==> src/rtl/core/complex_arithmetic_unit_top_macros.svh <==
// Assertion macros for the complex arithmetic unit.
// Expects clk and rst_n in the scope of the module that uses them.
`ifndef COMPLEX_ARITHMETIC_UNIT_TOP_MACROS_SVH
`define COMPLEX_ARITHMETIC_UNIT_TOP_MACROS_SVH

// Same-cycle implication, gated off during reset.
`define CAU_ASSERT_IMPL(lbl, ante, cons, msg) \
    lbl: assert property (@(posedge clk) disable iff (!rst_n) (ante) |-> (cons)) \
        else $error(msg);

// Next-cycle implication, gated off during reset.
`define CAU_ASSERT_NEXT(lbl, ante, cons, msg) \
    lbl: assert property (@(posedge clk) disable iff (!rst_n) (ante) |=> (cons)) \
        else $error(msg);

`endif

==> src/rtl/core/cau_pkg.sv <==
// Shared types, constants and saturation helper for the complex arithmetic unit.
// No dependencies.
package cau_pkg;

    localparam int DATA_WIDTH  = 32;
    localparam int FRAC_BITS   = 16;
    localparam int TOL_WIDTH   = 16;
    localparam int OP_WIDTH    = 3;
    localparam int PROD_W      = 2 * DATA_WIDTH;
    localparam int SUM_W       = PROD_W + 1;
    localparam int SAT_IN_W    = SUM_W + 1;
    localparam int REM_W       = 3 * DATA_WIDTH;
    localparam int QUEUE_DEPTH = 4;

    localparam logic [TOL_WIDTH-1:0] TOL_RESET = TOL_WIDTH'(1);

    localparam logic [OP_WIDTH-1:0] OP_ADD  = OP_WIDTH'(0);
    localparam logic [OP_WIDTH-1:0] OP_SUB  = OP_WIDTH'(1);
    localparam logic [OP_WIDTH-1:0] OP_MUL  = OP_WIDTH'(2);
    localparam logic [OP_WIDTH-1:0] OP_DIV  = OP_WIDTH'(3);
    localparam logic [OP_WIDTH-1:0] OP_EQ   = OP_WIDTH'(4);
    localparam logic [OP_WIDTH-1:0] OP_CONJ = OP_WIDTH'(5);
    localparam logic [OP_WIDTH-1:0] OP_MOD  = OP_WIDTH'(6);

    typedef logic signed [DATA_WIDTH-1:0] data_t;

    localparam data_t DATA_MAX = {1'b0, {(DATA_WIDTH-1){1'b1}}};
    localparam data_t DATA_MIN = {1'b1, {(DATA_WIDTH-1){1'b0}}};

    localparam logic signed [SAT_IN_W-1:0] SAT_MAX = SAT_IN_W'(DATA_MAX);
    localparam logic signed [SAT_IN_W-1:0] SAT_MIN = ~SAT_MAX;

    typedef struct packed {
        logic [OP_WIDTH-1:0] operation;
        data_t               a_re;
        data_t               a_im;
        data_t               b_re;
        data_t               b_im;
    } cau_in_t;

    typedef struct packed {
        data_t res_re;
        data_t res_im;
        logic  is_equal;
        logic  div_by_zero;
        logic  saturated;
    } cau_out_t;

    typedef enum logic [1:0] {
        KIND_SIMPLE,
        KIND_MUL,
        KIND_DIV,
        KIND_MOD
    } kind_t;

    typedef struct packed {
        kind_t    kind;
        data_t    a_re;
        data_t    a_im;
        data_t    b_re;
        data_t    b_im;
        cau_out_t simple;
    } cau_rec_t;

    typedef struct packed {
        data_t value;
        logic  clamped;
    } sat_t;

    function automatic sat_t saturate(input logic signed [SAT_IN_W-1:0] v);
        sat_t r;
        r.value   = v[DATA_WIDTH-1:0];
        r.clamped = 1'b0;
        if (v < SAT_MIN)
        begin
            r.value   = DATA_MIN;
            r.clamped = 1'b1;
        end
        else if (v > SAT_MAX)
        begin
            r.value   = DATA_MAX;
            r.clamped = 1'b1;
        end
        return r;
    endfunction

endpackage

==> src/rtl/core/cau_front.sv <==
// Front end: accepts command words, classifies them and finishes the cheap opcodes.
// Depends on cau_pkg.
module cau_front
    import cau_pkg::*;
(
    input  logic                 clk,
    input  logic                 rst_n,
    input  logic                 start,
    output logic                 busy,
    input  cau_in_t              operands,
    input  logic [TOL_WIDTH-1:0] tolerance,
    input  logic                 queue_full,
    output logic                 push,
    output cau_rec_t             rec
);

    logic                        fv_reg;
    logic                        fv_next;
    cau_rec_t                    rec_reg;
    cau_rec_t                    rec_next;
    logic                        accept;
    logic signed [DATA_WIDTH:0]  sum_re;
    logic signed [DATA_WIDTH:0]  sum_im;
    logic signed [DATA_WIDTH:0]  dif_re;
    logic signed [DATA_WIDTH:0]  dif_im;
    logic signed [DATA_WIDTH:0]  neg_im;
    logic [DATA_WIDTH:0]         mag_re;
    logic [DATA_WIDTH:0]         mag_im;
    sat_t                        s_re;
    sat_t                        s_im;

    assign busy   = fv_reg && queue_full;
    assign accept = start && !busy;
    assign push   = fv_reg && !queue_full;
    assign rec    = rec_reg;
    // hold the word while the queue is full
    assign fv_next = accept || (fv_reg && queue_full);

    always_comb
    begin
        sum_re = (DATA_WIDTH+1)'(operands.a_re) + (DATA_WIDTH+1)'(operands.b_re);
        sum_im = (DATA_WIDTH+1)'(operands.a_im) + (DATA_WIDTH+1)'(operands.b_im);
        dif_re = (DATA_WIDTH+1)'(operands.a_re) - (DATA_WIDTH+1)'(operands.b_re);
        dif_im = (DATA_WIDTH+1)'(operands.a_im) - (DATA_WIDTH+1)'(operands.b_im);
        neg_im = -(DATA_WIDTH+1)'(operands.a_im);
        mag_re = dif_re[DATA_WIDTH] ? $unsigned(-dif_re) : $unsigned(dif_re);
        mag_im = dif_im[DATA_WIDTH] ? $unsigned(-dif_im) : $unsigned(dif_im);
        s_re   = '0;
        s_im   = '0;

        rec_next.kind   = KIND_SIMPLE;
        rec_next.a_re   = operands.a_re;
        rec_next.a_im   = operands.a_im;
        rec_next.b_re   = operands.b_re;
        rec_next.b_im   = operands.b_im;
        rec_next.simple = '0;

        unique case (operands.operation)
            OP_ADD:
            begin
                s_re = saturate(SAT_IN_W'(sum_re));
                s_im = saturate(SAT_IN_W'(sum_im));
            end
            OP_SUB:
            begin
                s_re = saturate(SAT_IN_W'(dif_re));
                s_im = saturate(SAT_IN_W'(dif_im));
            end
            OP_CONJ:
            begin
                s_re = saturate(SAT_IN_W'(operands.a_re));
                s_im = saturate(SAT_IN_W'(neg_im));
            end
            OP_EQ:
            begin
                rec_next.simple.is_equal = (mag_re < (DATA_WIDTH+1)'(tolerance))
                                        && (mag_im < (DATA_WIDTH+1)'(tolerance));
            end
            OP_MUL:  rec_next.kind = KIND_MUL;
            OP_DIV:  rec_next.kind = KIND_DIV;
            OP_MOD:  rec_next.kind = KIND_MOD;
            default: rec_next.kind = KIND_SIMPLE;
        endcase

        rec_next.simple.res_re    = s_re.value;
        rec_next.simple.res_im    = s_im.value;
        rec_next.simple.saturated = s_re.clamped || s_im.clamped;
    end

    always_ff @(posedge clk or negedge rst_n)
    begin
        if (!rst_n)
            fv_reg <= 1'b0;
        else
            fv_reg <= fv_next;
    end

    always_ff @(posedge clk)
    begin
        if (accept)
            rec_reg <= rec_next;
    end

endmodule

==> config.mk <==
export PLATFORM = sky130hd
export DESIGN_NAME = cau_front
export DESIGN_NICKNAME = d
export VERILOG_FILES = /design/src/rtl/core/complex_arithmetic_unit_top_macros.svh /design/src/rtl/core/cau_pkg.sv /design/src/rtl/core/cau_front.sv
export SDC_FILE = /design/constraint.sdc
export NUM_CORES = 1
export LEC_CHECK = 0
export ABC_AREA = 1
export CORE_ASPECT_RATIO = 1.2
export CORE_MARGIN = 2
export CORE_UTILIZATION = 35
export DETAILED_ROUTE_END_ITERATION = 8
export DONT_BUFFER_PORTS = 1
export GPL_TIMING_DRIVEN = 0
export PLACE_DENSITY = 0.55
export SYNTH_ARGS = -nofsm -noshare
export SYNTH_HDL_FRONTEND = slang
export SYNTH_SLANG_ARGS = --single-unit
==> constraint.sdc <==
create_clock -name clk -period 19 [get_ports clk]
set_clock_uncertainty 0.2 [all_clocks]
set_input_delay 0.95 -clock clk [delete_from_list [all_inputs] [get_ports clk]]
set_output_delay 0.95 -clock clk [all_outputs]
set_load 0.01 [all_outputs]
# --- Word-level counts from Yosys, hierarchy flattened ---
# Index checks and enable logic that the tools add are counted.
totals:
  register_bits: 197
  in_bits: 151
  out_inout_bits: 199
  wordCells: 63
op_classes:
  addsub: 7
  n_lt_le_gt_ge: 14
  n_eq_ne: 6
  mux: 17
  n_reduce_logical: 9
ops:
  columns: ["op", "count"]
  rows:
  - ["$mux W33", 14]
  - ["$pmux W33 S3", 2]
  - ["$gt A33 B32 Y1 const B", 5]
  - ["$lt A33 B32 Y1 const B", 5]
  - ["$add A32 B32 Y33", 2]
  - ["$lt A33 B16 Y1", 2]
  - ["$neg A33 Y33", 2]
  - ["$sub A32 B32 Y33", 2]
  - ["$neg A32 Y33", 1]
  - ["$gt A32 B32 Y1 const B", 1]
  - ["$lt A32 B32 Y1 const B", 1]
  - ["$eq A3 B3 Y1 const B", 3]
  - ["$eq A3 B2 Y1 const B", 2]
  - ["$pmux W2 S3", 1]
  - ["$logic_and A1 B1 Y1", 4]
  - ["$eq A3 B1 Y1 const B", 1]
  - ["$logic_not A3 Y1", 1]
  - ["$logic_not A1 Y1", 2]
  - ["$logic_or A1 B1 Y1", 2]

# --- Depth between registers and ports, before layout ---
depth:
  ltp_word: 6
  mapped_depth: 41
  mapped_depth_nobuf: 38

# --- Least setup slack after synthesis ---
# No wires, ideal clock.
synth_path:
  path_kind: "input-to-reg"
  from: "in queue_full"
  to: "reg rec_reg, in the netlist rec[0], enable pin"
  setup_time_ns: 0.755
  arrival_ns: 9.229
  required_time_ns: 18.045
  setup_slack_ns: 8.816
  path_stages: 3
  path_buffers: 0
  path_cell_list: "nand2_1 inv_1 nor2_1"
synth_via:
  elab_chain_len: 3
synth_lines:
  columns: ["item", "line", "rtl"]
  rows:
  - ["from (decl)", "cau_front.sv:12", "input logic queue_full,"]
  - ["$logic_and A1 B1 Y1", "cau_front.sv:32", "assign busy = fv_reg && queue_full;"]
  - ["via busy", "cau_front.sv:9", "output logic busy,"]
  - ["$logic_not A1 Y1", "cau_front.sv:33", "assign accept = start && !busy;"]
  - ["$logic_and A1 B1 Y1", "cau_front.sv:33", null]
  - ["via accept", "cau_front.sv:21", "logic accept;"]
  - ["to (signal assigned)", "cau_front.sv:101", "rec_reg <= rec_next;"]
  - ["to (decl)", "cau_front.sv:19", "cau_rec_t rec_reg;"]
# The timed path passes the listed nets, and every way through them passes these cells.
# A chain may end at the register's enable or synchronous reset.

# --- Final worst setup path ---
layout_path:
  from: "in operands[64] (netlist bit)"
  to: "reg rec_reg, in the netlist rec[2], data pin"
layout_via:
  elab_chain_len: 5
layout_lines:
  columns: ["item", "line", "rtl"]
  rows:
  - ["from (decl)", "cau_front.sv:10", "input cau_in_t operands,"]
  - ["$sub A32 B32 Y33 *", "cau_front.sv:44", "dif_im = (DATA_WIDTH+1)'(operands.a_im) - (DATA_WIDTH+1)'(operands.b_im);"]
  - ["$neg A33 Y33", "cau_front.sv:47", "mag_im = dif_im[DATA_WIDTH] ? $unsigned(-dif_im) : $unsigned(dif_im);"]
  - ["$mux W33 *", "cau_front.sv:47", null]
  - ["$lt A33 B16 Y1 *", "cau_front.sv:77", "&& (mag_im < (DATA_WIDTH+1)'(tolerance));"]
  - ["$logic_and A1 B1 Y1 *", "cau_front.sv:77", null]
# Mark *: on every way between the ends. The rest lies on a longest branch, timed or not.

==> impl_metrics.tcl <==
set metrics [dict create \
    ys_types 53 \
    rsz0062_at_grt "false" \
    synthCells 3155 \
    async_flop_share 0.005076 \
    grt_remaining_overflow 0 \
    utilization 0.3822 \
    power_density_mw_per_mm2 70.69 \
    holdPathStages 2 \
    setup_viol 0 \
    fin_crit_sh 0.2802 \
    crit_slowest_cell "fa_1" \
    synth.area.top_cells "edfxtp_1 28%, nand2_1 18%, ha_1 9.8%" \
    worstPathMaxFanout 10 \
    peakVddDrop_uv 69.34 \
    drc 0 \
    grt_usage 0.2535 \
    end_kind "flop" \
    cp_data_required_time_ns 19.14 \
    cts_tree "done" \
    cts-buffers-inserted 17 \
    hold_path_end "fv_reg" \
    r2r_slack_ns 16.55 \
    syn_to_final_growth_pct 8.551 \
    largest_register_ffs 196 \
    r2r_cells 6 \
    clk-insertion-delay-late_ns 0.50 \
    antenna_found_initial 3 \
    clk_root_buffer_cell "clkbuf_16" \
    ys_warn_count 0 \
    ys_top_cells_by_count "998 x nand2_1, 448 x inv_1, 324 x nor2_1, 260 x nand3_1, 196 x edfxtp_1" \
    wl_um 77710 \
    final_max_slew_viol_count 0 \
    drtIter0Drc 1200 \
    synth_ff_type "edfxtp_1" \
    numPortBuffers 0 \
    maxCapViolCount 0 \
    dpl.hpwl_um 65740 \
    intPower_uw 947.7 \
    startpoint_type "input port" \
    clk_path_buf_depth 2 \
    pwr-share-seq 0.337 \
    fin_area_mm2 0.02264 \
    power_frac_clock 0.252 \
    status "completed" \
    p_comb_frac 0.410 \
    viasPerCell 5.026 \
    wire_per_inst_um 19.45 \
    hold_slack_ns 0.2914 \
    dpl_cell_area_mm2 0.02199 \
    syn-num-nets 3474 \
    critPathKind "in2reg" \
    yosysTopAreaCellShare 0.2823 \
    ys_ff_latch 197 \
    crit_arrival_ns 5.46 \
    p_total_uw 1600 \
    finalSetupTns_ns 0 \
    cpMostUsedCell "nand2_1" \
    row_count 98 \
    synth_top_cell_by_area "edfxtp_1" \
    nNetsFinal 3500 \
    timing.rr.end "rec[24]" \
    swShare 0.4077 \
    ant_nets 0 \
    htree_levels 4 \
    slew_headroom 0.4868 \
    grt_pass1_vias 20230 \
    start_util 0.3521 \
    ios 350 \
    hp-class "reg2reg" \
    die_y_um 271.4 \
    yosysMostFrequentCell "nand2_1" \
    max_slew.worst_pin.slew_ns 0.7680 \
    coreArea_mm2 0.05922 \
    detail_route.first_pass.iterations 6 \
    p_sw_uw 652.3 \
    fin_crit_ns 5.325 \
    max_freq_ghz 0.1878 \
    power.leakage_uw 0.01106 \
    place_congestion 0.9588 \
    drive_gt1_frac 0.08453 \
    r2r_start "fv_reg" \
    syn-cell-area_mm2 0.02085 \
    dieArea_mm2 0.06156 \
    hold_viol 0 \
    fp.dieW_um 226.8 \
    max_stage_delay_ns 0.39 \
    post_cts_resized 0 \
    clkTransAtPathRegs_ns 0.07 \
    synth-seq-area-share 0.2835 \
    min_from "fv_reg" \
    synth_edf_count 196 \
    grt_pass1_wl_um 116500 \
    via_count 20080 \
    grt_max_degree 39 \
    syn_avg_cell_area_um2 6.609 \
    clock-sinks 197 \
]
[critical path, delay by kind of cell]
kind                       cells  cell delay [ns]
AOI/OAI and AO/OA              2             0.21
buffers and inverters          7             0.86
xor gates and xnor gates       1             0.13
adders and majority gates      3             0.90
and+or+nand+nor               27             2.35
[stage by stage]
step | worst slack (ns) | instances
after global routing | 13.11 | 3996
final | 13.68 | 3996
after detailed placement | 13.09 | 3961
after floorplan | 8.816 | 3155
after CTS | 13.62 | 3994
after global placement | 4.948 | 3955
[final cells by class]
| cell class | instances | area (µm²) |
|---|---|---|
| Inverter | 477 | 1793 |
| Sequential cell | 197 | 5911 |
| Antenna cell | 2 | 5.005 |
| Tap cell | 800 | 1001 |
| Clock inverter | 11 | 171.4 |
| Clock buffer | 21 | 460.4 |
| Buffer | 83 | 578.1 |
| Timing Repair Buffer | 7 | 137.6 |
| Fill cell | 6482 | 36590 |
| Multi-Input combinational cell | 2398 | 12580 |
[worst max path at each step]
stage,startpoint,endpoint,depth (start not counted)
2_1_floorplan,queue_full,rec[0],3
3_3_place_gp,queue_full,rec[91],3
3_5_place_dp,operands[64],rec[2],40
4_1_cts,operands[64],rec[2],40
5_1_grt,operands[64],rec[2],40
6_report,operands[64],rec[2],40
[cell usage in the layout, fill, tap and decap left out, drive strengths merged]
master       instances
conb                 1
a22oi                1
buf                 84
diode                2
o31ai                4
o211ai               5
nor3                48
nand2b               1
xnor2                6
a211oi               7
o21bai               7
nand3b               6
nand2             1066
a21oi              161
ha                 164
bufinv               4
clkbuf              26
a31oi                5
nand3              272
a21boi               2
nand4               50
edfxtp             196
and3                 1
or2                  3
clkinv               5
a21o                 4
inv                477
o21a                 5
and2                 1
clkinvlp             2
dlygate4sd3          1
o21ai              111
nor2               348
nor4                13
dfrtp                1
o221a                1
o221ai               3
xor2                98
fa                   4
[metal layers]
layer | track usage | share of wire
met4 | 0.1222 | 0.047
met2 | 0.4635 | 0.51
met1 | 0.2850 | 0.39
met3 | 0.03745 | 0.047
met5 | 0 | 0.00015
[power groups by stage]
stage | combinational (µW) | clock [µW] | sequential [µW]
2_1_floorplan | 474 | 0 | 552
3_3_place_gp | 643 | 0 | 562
3_5_place_dp | 649 | 0 | 550
4_1_cts | 653 | 420 | 541
5_1_grt | 739 | 428 | 543
6_report | 656 | 404 | 540
[kinds of logic (layout without fill, tap and decap cells)]
kind of cell,after synthesis,after routing,share of synthesized area
flip-flops,197,197,0.2835
AND/OR/NAND/NOR,1809,1809,0.3717
other,1,3,0.0001798
buffers and inverters,560,599,0.1137
AO/OA/AOI/OAI,316,316,0.08466
XOR/XNOR,104,104,0.04404
adder cells (fa/ha/maj),168,168,0.1022
[repair_timing]
| item | CTS | global route |
|---|---|---|
| hold endpoints to repair | 1 | 0 |
| hold buffers | 1 | 0 |
| buffers inserted | 0 | 0 |
No activity file was read; power rests on OpenSTA's default activity.
