===== config.mk =====
export PLATFORM = sky130hd
export DESIGN_NAME = cau_queue
export DESIGN_NICKNAME = d
export VERILOG_FILES = /design/src/rtl/core/complex_arithmetic_unit_top_macros.svh /design/src/rtl/core/cau_pkg.sv /design/src/rtl/core/cau_queue.sv
export SDC_FILE = /design/constraint.sdc
export NUM_CORES = 1
export LEC_CHECK = 0
export ABC_AREA = 0
export ABC_CLOCK_PERIOD_IN_PS = 6200
export BUFFER_PORTS_ARGS = -buffer_cell sky130_fd_sc_hd__clkbuf_2
export CORE_MARGIN = 8
export CORE_UTILIZATION = 51
export DETAILED_ROUTE_END_ITERATION = 16
export PLACE_DENSITY = 0.75
export SYNTH_ARGS = -nofsm -noshare
export SYNTH_HDL_FRONTEND = slang
export SYNTH_SLANG_ARGS = --single-unit

===== constraint.sdc =====
create_clock -name clk -period 6.2 [get_ports clk]
set_input_delay 0.93 -clock clk [delete_from_list [all_inputs] [get_ports clk]]
set_output_delay 0.93 -clock clk [all_outputs]
set_load 0.01 [all_outputs]

===== src/rtl/core/complex_arithmetic_unit_top_macros.svh =====
// Assertion macros for the complex arithmetic unit.
// Expects clk and rst_n in the scope of the module that uses them.
`ifndef COMPLEX_ARITHMETIC_UNIT_TOP_MACROS_SVH
`define COMPLEX_ARITHMETIC_UNIT_TOP_MACROS_SVH

// Same-cycle implication, gated off during reset.
`define CAU_ASSERT_IMPL(lbl, ante, cons, msg) \
    lbl: assert property (@(posedge clk) disable iff (!rst_n) (ante) |-> (cons)) \
        else $error(msg);

// Next-cycle implication, gated off during reset.
`define CAU_ASSERT_NEXT(lbl, ante, cons, msg) \
    lbl: assert property (@(posedge clk) disable iff (!rst_n) (ante) |=> (cons)) \
        else $error(msg);

`endif


===== src/rtl/core/cau_pkg.sv =====
// Shared types, constants and saturation helper for the complex arithmetic unit.
// No dependencies.
package cau_pkg;

    localparam int DATA_WIDTH  = 32;
    localparam int FRAC_BITS   = 16;
    localparam int TOL_WIDTH   = 16;
    localparam int OP_WIDTH    = 3;
    localparam int PROD_W      = 2 * DATA_WIDTH;
    localparam int SUM_W       = PROD_W + 1;
    localparam int SAT_IN_W    = SUM_W + 1;
    localparam int REM_W       = 3 * DATA_WIDTH;
    localparam int QUEUE_DEPTH = 4;

    localparam logic [TOL_WIDTH-1:0] TOL_RESET = TOL_WIDTH'(1);

    localparam logic [OP_WIDTH-1:0] OP_ADD  = OP_WIDTH'(0);
    localparam logic [OP_WIDTH-1:0] OP_SUB  = OP_WIDTH'(1);
    localparam logic [OP_WIDTH-1:0] OP_MUL  = OP_WIDTH'(2);
    localparam logic [OP_WIDTH-1:0] OP_DIV  = OP_WIDTH'(3);
    localparam logic [OP_WIDTH-1:0] OP_EQ   = OP_WIDTH'(4);
    localparam logic [OP_WIDTH-1:0] OP_CONJ = OP_WIDTH'(5);
    localparam logic [OP_WIDTH-1:0] OP_MOD  = OP_WIDTH'(6);

    typedef logic signed [DATA_WIDTH-1:0] data_t;

    localparam data_t DATA_MAX = {1'b0, {(DATA_WIDTH-1){1'b1}}};
    localparam data_t DATA_MIN = {1'b1, {(DATA_WIDTH-1){1'b0}}};

    localparam logic signed [SAT_IN_W-1:0] SAT_MAX = SAT_IN_W'(DATA_MAX);
    localparam logic signed [SAT_IN_W-1:0] SAT_MIN = ~SAT_MAX;

    typedef struct packed {
        logic [OP_WIDTH-1:0] operation;
        data_t               a_re;
        data_t               a_im;
        data_t               b_re;
        data_t               b_im;
    } cau_in_t;

    typedef struct packed {
        data_t res_re;
        data_t res_im;
        logic  is_equal;
        logic  div_by_zero;
        logic  saturated;
    } cau_out_t;

    typedef enum logic [1:0] {
        KIND_SIMPLE,
        KIND_MUL,
        KIND_DIV,
        KIND_MOD
    } kind_t;

    typedef struct packed {
        kind_t    kind;
        data_t    a_re;
        data_t    a_im;
        data_t    b_re;
        data_t    b_im;
        cau_out_t simple;
    } cau_rec_t;

    typedef struct packed {
        data_t value;
        logic  clamped;
    } sat_t;

    function automatic sat_t saturate(input logic signed [SAT_IN_W-1:0] v);
        sat_t r;
        r.value   = v[DATA_WIDTH-1:0];
        r.clamped = 1'b0;
        if (v < SAT_MIN)
        begin
            r.value   = DATA_MIN;
            r.clamped = 1'b1;
        end
        else if (v > SAT_MAX)
        begin
            r.value   = DATA_MAX;
            r.clamped = 1'b1;
        end
        return r;
    endfunction

endpackage


===== src/rtl/core/cau_queue.sv =====
// Short register queue between the front end and the arithmetic back end.
// Depends on cau_pkg.
module cau_queue
    import cau_pkg::*;
(
    input  logic     clk,
    input  logic     rst_n,
    input  logic     push,
    input  cau_rec_t wr_rec,
    input  logic     pop,
    output cau_rec_t rd_rec,
    output logic     full,
    output logic     empty
);

    localparam int PTR_W = $clog2(QUEUE_DEPTH);

    cau_rec_t         mem_reg [QUEUE_DEPTH];
    logic [PTR_W-1:0] wr_ptr_reg;
    logic [PTR_W-1:0] rd_ptr_reg;
    logic [PTR_W:0]   count_reg;
    logic             do_push;
    logic             do_pop;

    assign full    = count_reg == (PTR_W+1)'(QUEUE_DEPTH);
    assign empty   = count_reg == '0;
    assign do_push = push && !full;
    assign do_pop  = pop && !empty;
    assign rd_rec  = mem_reg[rd_ptr_reg];

    always_ff @(posedge clk or negedge rst_n)
    begin
        if (!rst_n)
        begin
            wr_ptr_reg <= '0;
            rd_ptr_reg <= '0;
            count_reg  <= '0;
        end
        else
        begin
            if (do_push)
                wr_ptr_reg <= wr_ptr_reg + PTR_W'(1);
            if (do_pop)
                rd_ptr_reg <= rd_ptr_reg + PTR_W'(1);
            if (do_push && !do_pop)
                count_reg <= count_reg + (PTR_W+1)'(1);
            else if (do_pop && !do_push)
                count_reg <= count_reg - (PTR_W+1)'(1);
        end
    end

    always_ff @(posedge clk)
    begin
        if (do_push)
            mem_reg[wr_ptr_reg] <= wr_rec;
    end

endmodule


# Yosys cells after proc, flatten, opt, wreduce, memory -nomap -nowiden

Memory sizes are Yosys's and may differ from the RTL's.
Cells that the tools add are included.

Word-level logic and storage cells: 23
Memory bits (writable): 788
Output and inout bits: 199
Flip-flop bits (word level): 7
Memories: 1
Bits of input ports: 201

Reductions and logical operators: 10
Add/subtract/negate cells: 4
Eq/ne operators: 1
Muxes and demuxes: 4

Memories:

| name    | depth | bits a word | read ports | clocked after memory_dff | write ports | RTL line        | text |
|---|---|---|---|---|---|---|---|
| mem_reg | 4     | 197         | 1          | 0                        | 1           | cau_queue.sv:18 | `cau_rec_t mem_reg [QUEUE_DEPTH];` |

Operator list:

| cell                  | number |
|---|---|
| $mux W3               | 2 |
| $add A2 B1 Y2 const B | 2 |
| $logic_and A1 B1 Y1   | 4 |
| $logic_not A1 Y1      | 4 |
| $add A3 B1 Y3 const B | 1 |
| $eq A3 B3 Y1 const B  | 1 |
| $logic_not A3 Y1      | 1 |
| $sub A3 B1 Y3 const B | 1 |
| $mux W1               | 2 |
| $reduce_bool A2 Y1    | 1 |

# Logic depth before layout (Yosys ltp)

Gate-level depths: netlist of run 1.

Word-level depth: 7
Gate-level depth with buffers: 9
Gate-level depth less buffers: 8

# Worst setup path after synthesis of run 1

Ideal clock, no wire load.

Kind: input to register
From: input port push
To: memory mem_reg[0][0] (netlist name) (enable)
Data arrival time: 5698 ps
Required time: 5618 ps
Path buffers: 1
Setup slack: -80 ps
Cell stages on the path: 3
Cells stage by stage: nor2b_1 > buf_2 > and2_1

Word-level cells in the longest chain between the ends: 3

Ends and longest elaborated chain:

| what                          | RTL line        | text |
|---|---|---|
| start: declaration            | cau_queue.sv:8  | `input logic push,` |
| $logic_and A1 B1 Y1           | cau_queue.sv:27 | `assign do_push = push && !full;` |
| net do_push                   | cau_queue.sv:22 | `logic do_push;` |
| $mux W1                       | cau_queue.sv:54 | `if (do_push)` |
| $mux W1 (implied by the code) | cau_queue.sv:55 | `mem_reg[wr_ptr_reg] <= wr_rec;` |
| end: declaration              | cau_queue.sv:18 |  |

The timed path passes the listed nets, and every way through them passes these cells.

==> summary.md, run 1 <==
| Metric | Value |
|---|---|
| Status | completed |
| Worst-path cell chain | buf_12 -> mux4_2 -> clkbuf_2 |
| H-tree depth | 3 |
| CP max FO | between 70 and 80 |
| Final nets | 1,723 |
| Fin crit period | between 3 and 4 ns |
| Mapped Avg Cell Area | roughly 27 sq um |
| PwrDens | 487 nW/um^2 |
| Share of cells above drive strength 1 | 45.8% |
| Synth cell types | 20 |
| Avg Vias per Cell | 5.50 |
| Clock latency on the worst-skew pair | roughly 0.6 ns |
| First-pass GRT wire length | 85,900 um |
| Clock root buffer | clkbuf_16 |
| Initial antenna violation count | 12 |
| FFs w/ async S/R, synth | 0.881% |
| Row count | between 80 and 90 |
| Vias in the first global route | roughly 14k |
| Kind of critical path | reg -> out |
| Slowest cell delay on critical path | roughly 0.92 ns |
| Crit start category | flop |
| CTS sink cnt | 795 |
| F_max | 257 MHz |
| Leakage | 0.0116 uW |
| Area contributors post-synth | edfxtp_1 82%, mux4_2 15%, dfrtp_1 0.61% |
| Die X | between 200 and 300 um |
| Gp weighted congestion | 0.727 |
| GRT Overall Usage | 17.9% |
| DR vias | about 13k |
| Drt wl/cell | 24.7 um |
| FF+latch count, synth | 795 |
| Total CTS buffers | 79 |
| DRC viols | 0 |
| Synth-to-Final Area Change | 18.5% |
| Synthesized area | 28,800 sq um |
| Post-synthesis sequential area ratio | 82.7% |
| Final-report setup violation count | 0 |
| Power, Total | 16,600 uW |
| Max cap viols | 0 |
| Die Area | 64,400 sq um |
| Gr ovfl total | 0 |
| Measured slew at the worst slew-check pin | 0.883 ns |
| DRT iter0 DRCs | 880 |
| Die Y | 254 um |
| Final slew viol count | 0 |
| CORE AREA | 56,200 sq um |
| Port Buffer Count | about 400 |
| Clk buf depth | 3 |
| # IOs | 400 |
| Post-DP HPWL | between 30,000 and 40,000 um |
| Worst hold path class | in -> async |
| Cell count after synthesis | 1,065 |
| Clk pin slew, worst setup/hold paths | 0.06 ns |
| Post-Syn Nets | 1,272 |
| Fin. Hold Viols | 0 |
| CP max stage cell | dfrtp_4 |
| CTS resizes | 0 |
| Pin count of the biggest net entering global routing | around 100 |
| CP Capture Type | output port |
| Skew final | approximately 0.019 ns |
| Synth warn | 0 |
| Min Hold Slack | 0.172 ns |
| DR pass1 iterations | 7 |
| Peak VDD IR | 347 uV |
| Post-synth EDFFs | 788 |
| Setup TNS Final | 0 ns |
| ANT nets after route | 0 |
| Post-synth top flop | edfxtp_1 |
| Slew margin rel. | 41.2% |
| Initial Util | slightly above 50% |
| Worst path arrival time | 2.96 ns |
| Final wirelength | 57,500 um |
| CTS tree | done |
| Hold-fix buffers, CTS | 0 |
| RSZ-0062 raised after global routing | no |
| Cell Area, Placed | about 32,000 sq um |
| Fin crit share | 62.7% |
| Largest register FFs | 788 |
| Post-CTS setup buffers | 0 |
| Synth top area share | 82.1% |
| Post-synth top area cell | edfxtp_1 |
| Final Cell Area | 34,100 sq um |
| CP required | around 5.3 ns |
## metrics by stage
stage	std cells	utilization, %	setup WS, ns
2_1_floorplan	1065	-	2.13
3_3_place_gp	2191	56.5	2.85
3_5_place_dp	2191	56.5	2.85
4_1_cts	2330	60.8	2.16
5_1_grt	2330	60.8	2.06
6_report	2333	60.8	2.31
## layout by cell type (no fill, tap or decap), drive strengths merged
cell,synthesis,layout
clkinvlp,0,2
or3,1,1
nor3b,1,1
nand3,1,1
nor2b,1,1
clkinv,0,34
xnor2,4,4
xor2,2,2
mux2,2,2
ha,5,5
diode,0,3
fa,1,1
clkbuf,6,494
nand2,1,1
inv,4,6
dfrtp,7,7
edfxtp,788,788
nor2,1,1
bufinv,0,6
and2,4,4
buf,39,16
mux4,197,197
## critical path, delay by kind of cell, from the launching register on
kind	cells	cell delay, ns
flip-flops	1	0.92
buffers and inverters	2	0.64
multiplexers	1	0.62
## layer usage
| layer | vias up | share of wire, % | global-route usage [%] |
|---|---|---|---|
| li1 | 5553 | - | - |
| met5 | - | 0.18 | 0 |
| met3 | 105 | 9.8 | 6.87 |
| met4 | 16 | 2.0 | 4.27 |
| met1 | 6688 | 38 | 23.0 |
| met2 | 470 | 50 | 28.9 |
## report_power, final
group | total, uW | switching, uW | internal (uW)
combinational | 4680 | 2580 | 2090
sequential | 7470 | 374 | 7100
clock | 4460 | 1870 | 2590
## cells by family (layout without fill, tap and decap cells)
group                    Yosys count  count (layout)  synth area share [%]
multiplexers                     199             199                  15.5
buffers and inverters             49             558                  1.12
other                              0               3                     0
adder cells (fa/ha/maj)            6               6                 0.287
AND/OR/NAND/NOR                   10              10                 0.200
XOR/XNOR                           6               6                 0.182
flip-flops                       795             795                  82.7
## synthesized netlist by cell type (2+ instances only)
cell type,n
inv_1,4
buf_6,14
mux4_2,197
dfrtp_1,7
mux2_2,2
buf_2,24
xnor2_1,4
clkbuf_1,6
edfxtp_1,788
and2_1,4
ha_1,5
xor2_1,2
## worst paths after layout
path                               start  slack, ns        endpoint  cells past startpoint
min reg2reg                 count_reg[2]       0.50    count_reg[2]                      1
max in group asynchronous          rst_n       5.80   rd_ptr_reg[1]                      1
max reg2reg                 count_reg[2]       3.66  mem_reg[2][27]                      5
min                                rst_n       0.17    count_reg[2]                      1
min in group clk            count_reg[2]       0.50    count_reg[2]                      1
max                        rd_ptr_reg[0]       2.31     rd_rec[156]                      3
## final cells by class
type	count	area (sq um)
diodes	3	7.51
clock buffers	95	2040
clock inverters	44	382
fillers	3862	22000
inverters	4	15.0
multi-input cells	221	4660
flip-flops and latches	795	23800
well taps	756	946
repair buffers	415	2240
Power figures use the tool's default switching activity.
==> run 2: changes to the inputs <==
- ABC_CLOCK_PERIOD_IN_PS: 6200 -> 3700
- CORE_UTILIZATION: 51 -> 55
- PLACE_DENSITY: 0.75 -> 0.77
- clock period: 6.2 -> 3.7 ns (I/O delays scaled with it)
==> run 2 against run 1 <==
Sequential share of layout area down 0.66 points. First-iteration DRC count shrank 14%. Power rose by 72%. Clock power grew 74%. Via count is 2.0% higher. Final area grew 0.95%. Clock skew is 0.0028 ns higher. Sequential cell count unchanged. Non-clock buffer count up 19. Wire length rose by 3.0%. Sequential power rose by 66%. Highest routed layer unchanged.
==> summary.md, run 2 (synthesized netlist as in run 1, its figures left out) <==
| Metric | Value |
|---|---|
| Setup TNS Final | 0 ns |
| F_max | 331 MHz |
| Most frequent cells in the layout | 788 x edfxtp_1, 399 x clkbuf_2, 197 x mux4_2, 81 x clkbuf_16, 21 x buf_12 |
| Hold Startpoint | wr_rec[42] |
| CTS tree | done |
| First-pass GRT wire length | 87,000 um |
| Initial Util | 55.3% |
| CTS sink cnt | 795 |
| Final nets | approximately 1.7k |
| Die X | 245 um |
| CP required | 3.14 ns |
| ANT nets after route | 0 |
| Critical Path Sink | rd_rec[93] |
| Filler cell count | 3,286 |
| H-tree depth | 3 |
| Final-report setup violation count | 0 |
| Initial antenna violation count | 18 |
| Leakage | 0.0118 uW |
| RR Startpoint | count_reg[2] |
| Multi-input logic area | 4660 sq um |
| Clock latency on the worst-skew pair | 0.61 ns |
| # IOs | 400 |
| PwrDens | 827 nW/um^2 |
| Gr ovfl total | 0 |
| Port Buffer Count | 399 |
| Placed insts | approximately 2.1k |
| Post-CTS setup buffers | 0 |
| DR pass1 iterations | 5 |
| Final Instance Count excl. Fillers | around 2.3k |
| Total CTS buffers | 78 |
| CP max FO | 50 |
| Flop2flop setup slack | between 1 and 1.5 ns |
| FF/Latch Area | 23,800 sq um |
| Max cap viols | 0 |
| Final slew viol count | 0 |
| Kind of critical path | reg -> out |
| Clk buf depth | 3 |
| Worst hold path class | in -> reg |
| RSZ-0062 raised after global routing | no |
| Power, Total | roughly 28,000 uW |
| Drt wl/cell | 25.9 um |
| Fin crit period | 3.02 ns |
| CP Capture Type | output port |
| GRT Overall Usage | 19.5% |
| DR vias | 13.1k |
| DRC viols | 0 |
| Fin crit share | 81.7% |
| Setup WS post-layout | 0.677 ns |
| Status | completed |
| Synth-to-Final Area Change | 19.6% |
| CTS resizes | 0 |
| Vias in the first global route | 13.9k |
| Avg Vias per Cell | 5.72 |
| Fin. Hold Viols | 0 |
| DP Worst Slack | 1.15 ns |
| Min Hold Slack | 0.165 ns |
| Clk pin slew, worst setup/hold paths | 0.06 ns |
| Slew margin rel. | 52.7% |
| Skew final | about 0.021 ns |
| Clock root buffer | clkbuf_16 |
| Peak VDD IR | 535 uV |
| Worst path arrival time | roughly 2.5 ns |
| Measured slew at the worst slew-check pin | between 0.7 and 0.8 ns |
| Largest register FFs | ~790 |
| Post-DP HPWL | 36,900 um |
| Hold-fix buffers, CTS | 1 |
| Crit start category | flop |
| DRT iter0 DRCs | between 700 and 800 |
| Row count | 84 |
| Reg2reg end | mem_reg[3][94] |
| Die Area | 60,000 sq um |
| Origin of the worst setup path | rd_ptr_reg[1] |
| Worst Reg2Reg Path Length in Cells | 4 |
| Final wirelength | between 50,000 and 60,000 um |
| Share of cells above drive strength 1 | a little under half |
| Gp weighted congestion | around 0.74 |
| Pin count of the biggest net entering global routing | 72 |
| CORE AREA | 52,100 sq um |
| Commonest non-fill, non-tap cell in the layout | edfxtp_1 |
| Die Y | between 200 and 250 um |
[run 2: worst max-delay path: stages, from the launching register on]
cell and delay, ns:
dfrtp_4 0.89, buf_12 0.38, mux4_2 0.40, clkbuf_2 0.16
[run 2: worst min path at each step]
stage	end	slack, ns	depth (start not counted)
finish	mem_reg[1][42]	0.17	1
global route	mem_reg[0][68]	0.13	1
CTS	mem_reg[0][81]	0.12	1
detailed placement	count_reg[2]	0.41	1
global placement	count_reg[1]	0.40	1
floorplan	count_reg[0]	0.26	0
[run 2: area by class of cell]
| cell class | count | share of cell area (%) |
|---|---|---|
| timing repair buffer | 434 | 7.33 |
| sequential | 795 | 69.2 |
| tap | 688 | 2.50 |
| inverter | 4 | 0.0436 |
| clock inverter | 44 | 1.30 |
| antenna | 7 | 0.0508 |
| clock buffer | 97 | 6.06 |
| multi-input combinational | 221 | 13.5 |
[run 2: per-layer routing]
layer / global-route usage, % / vias to the layer above / wire (um)
met5: 0 / - / 146
met4: 5.17 / 22 / 1190
met3: 7.72 / 110 / 6170
met2: 32.0 / 520 / 29800
met1: 24.3 / 6841 / 21900
li1: - / 5597 / -
[run 2: metrics by stage]
step,util (%),area (sq um)
after global placement,61.2,31900
after global routing,66.1,34400
after floorplan,-,28800
after detailed placement,61.2,31900
final,66.1,34500
after CTS,66.1,34400
[run 2: power by group]
group	total (uW)	switching [uW]	leakage [uW]	internal [uW]
registers	12400	532	0.00730	11900
clock network	7770	3190	0.00123	4570
logic	8310	4590	0.00329	3720
total	28500	8320	0.0118	20200
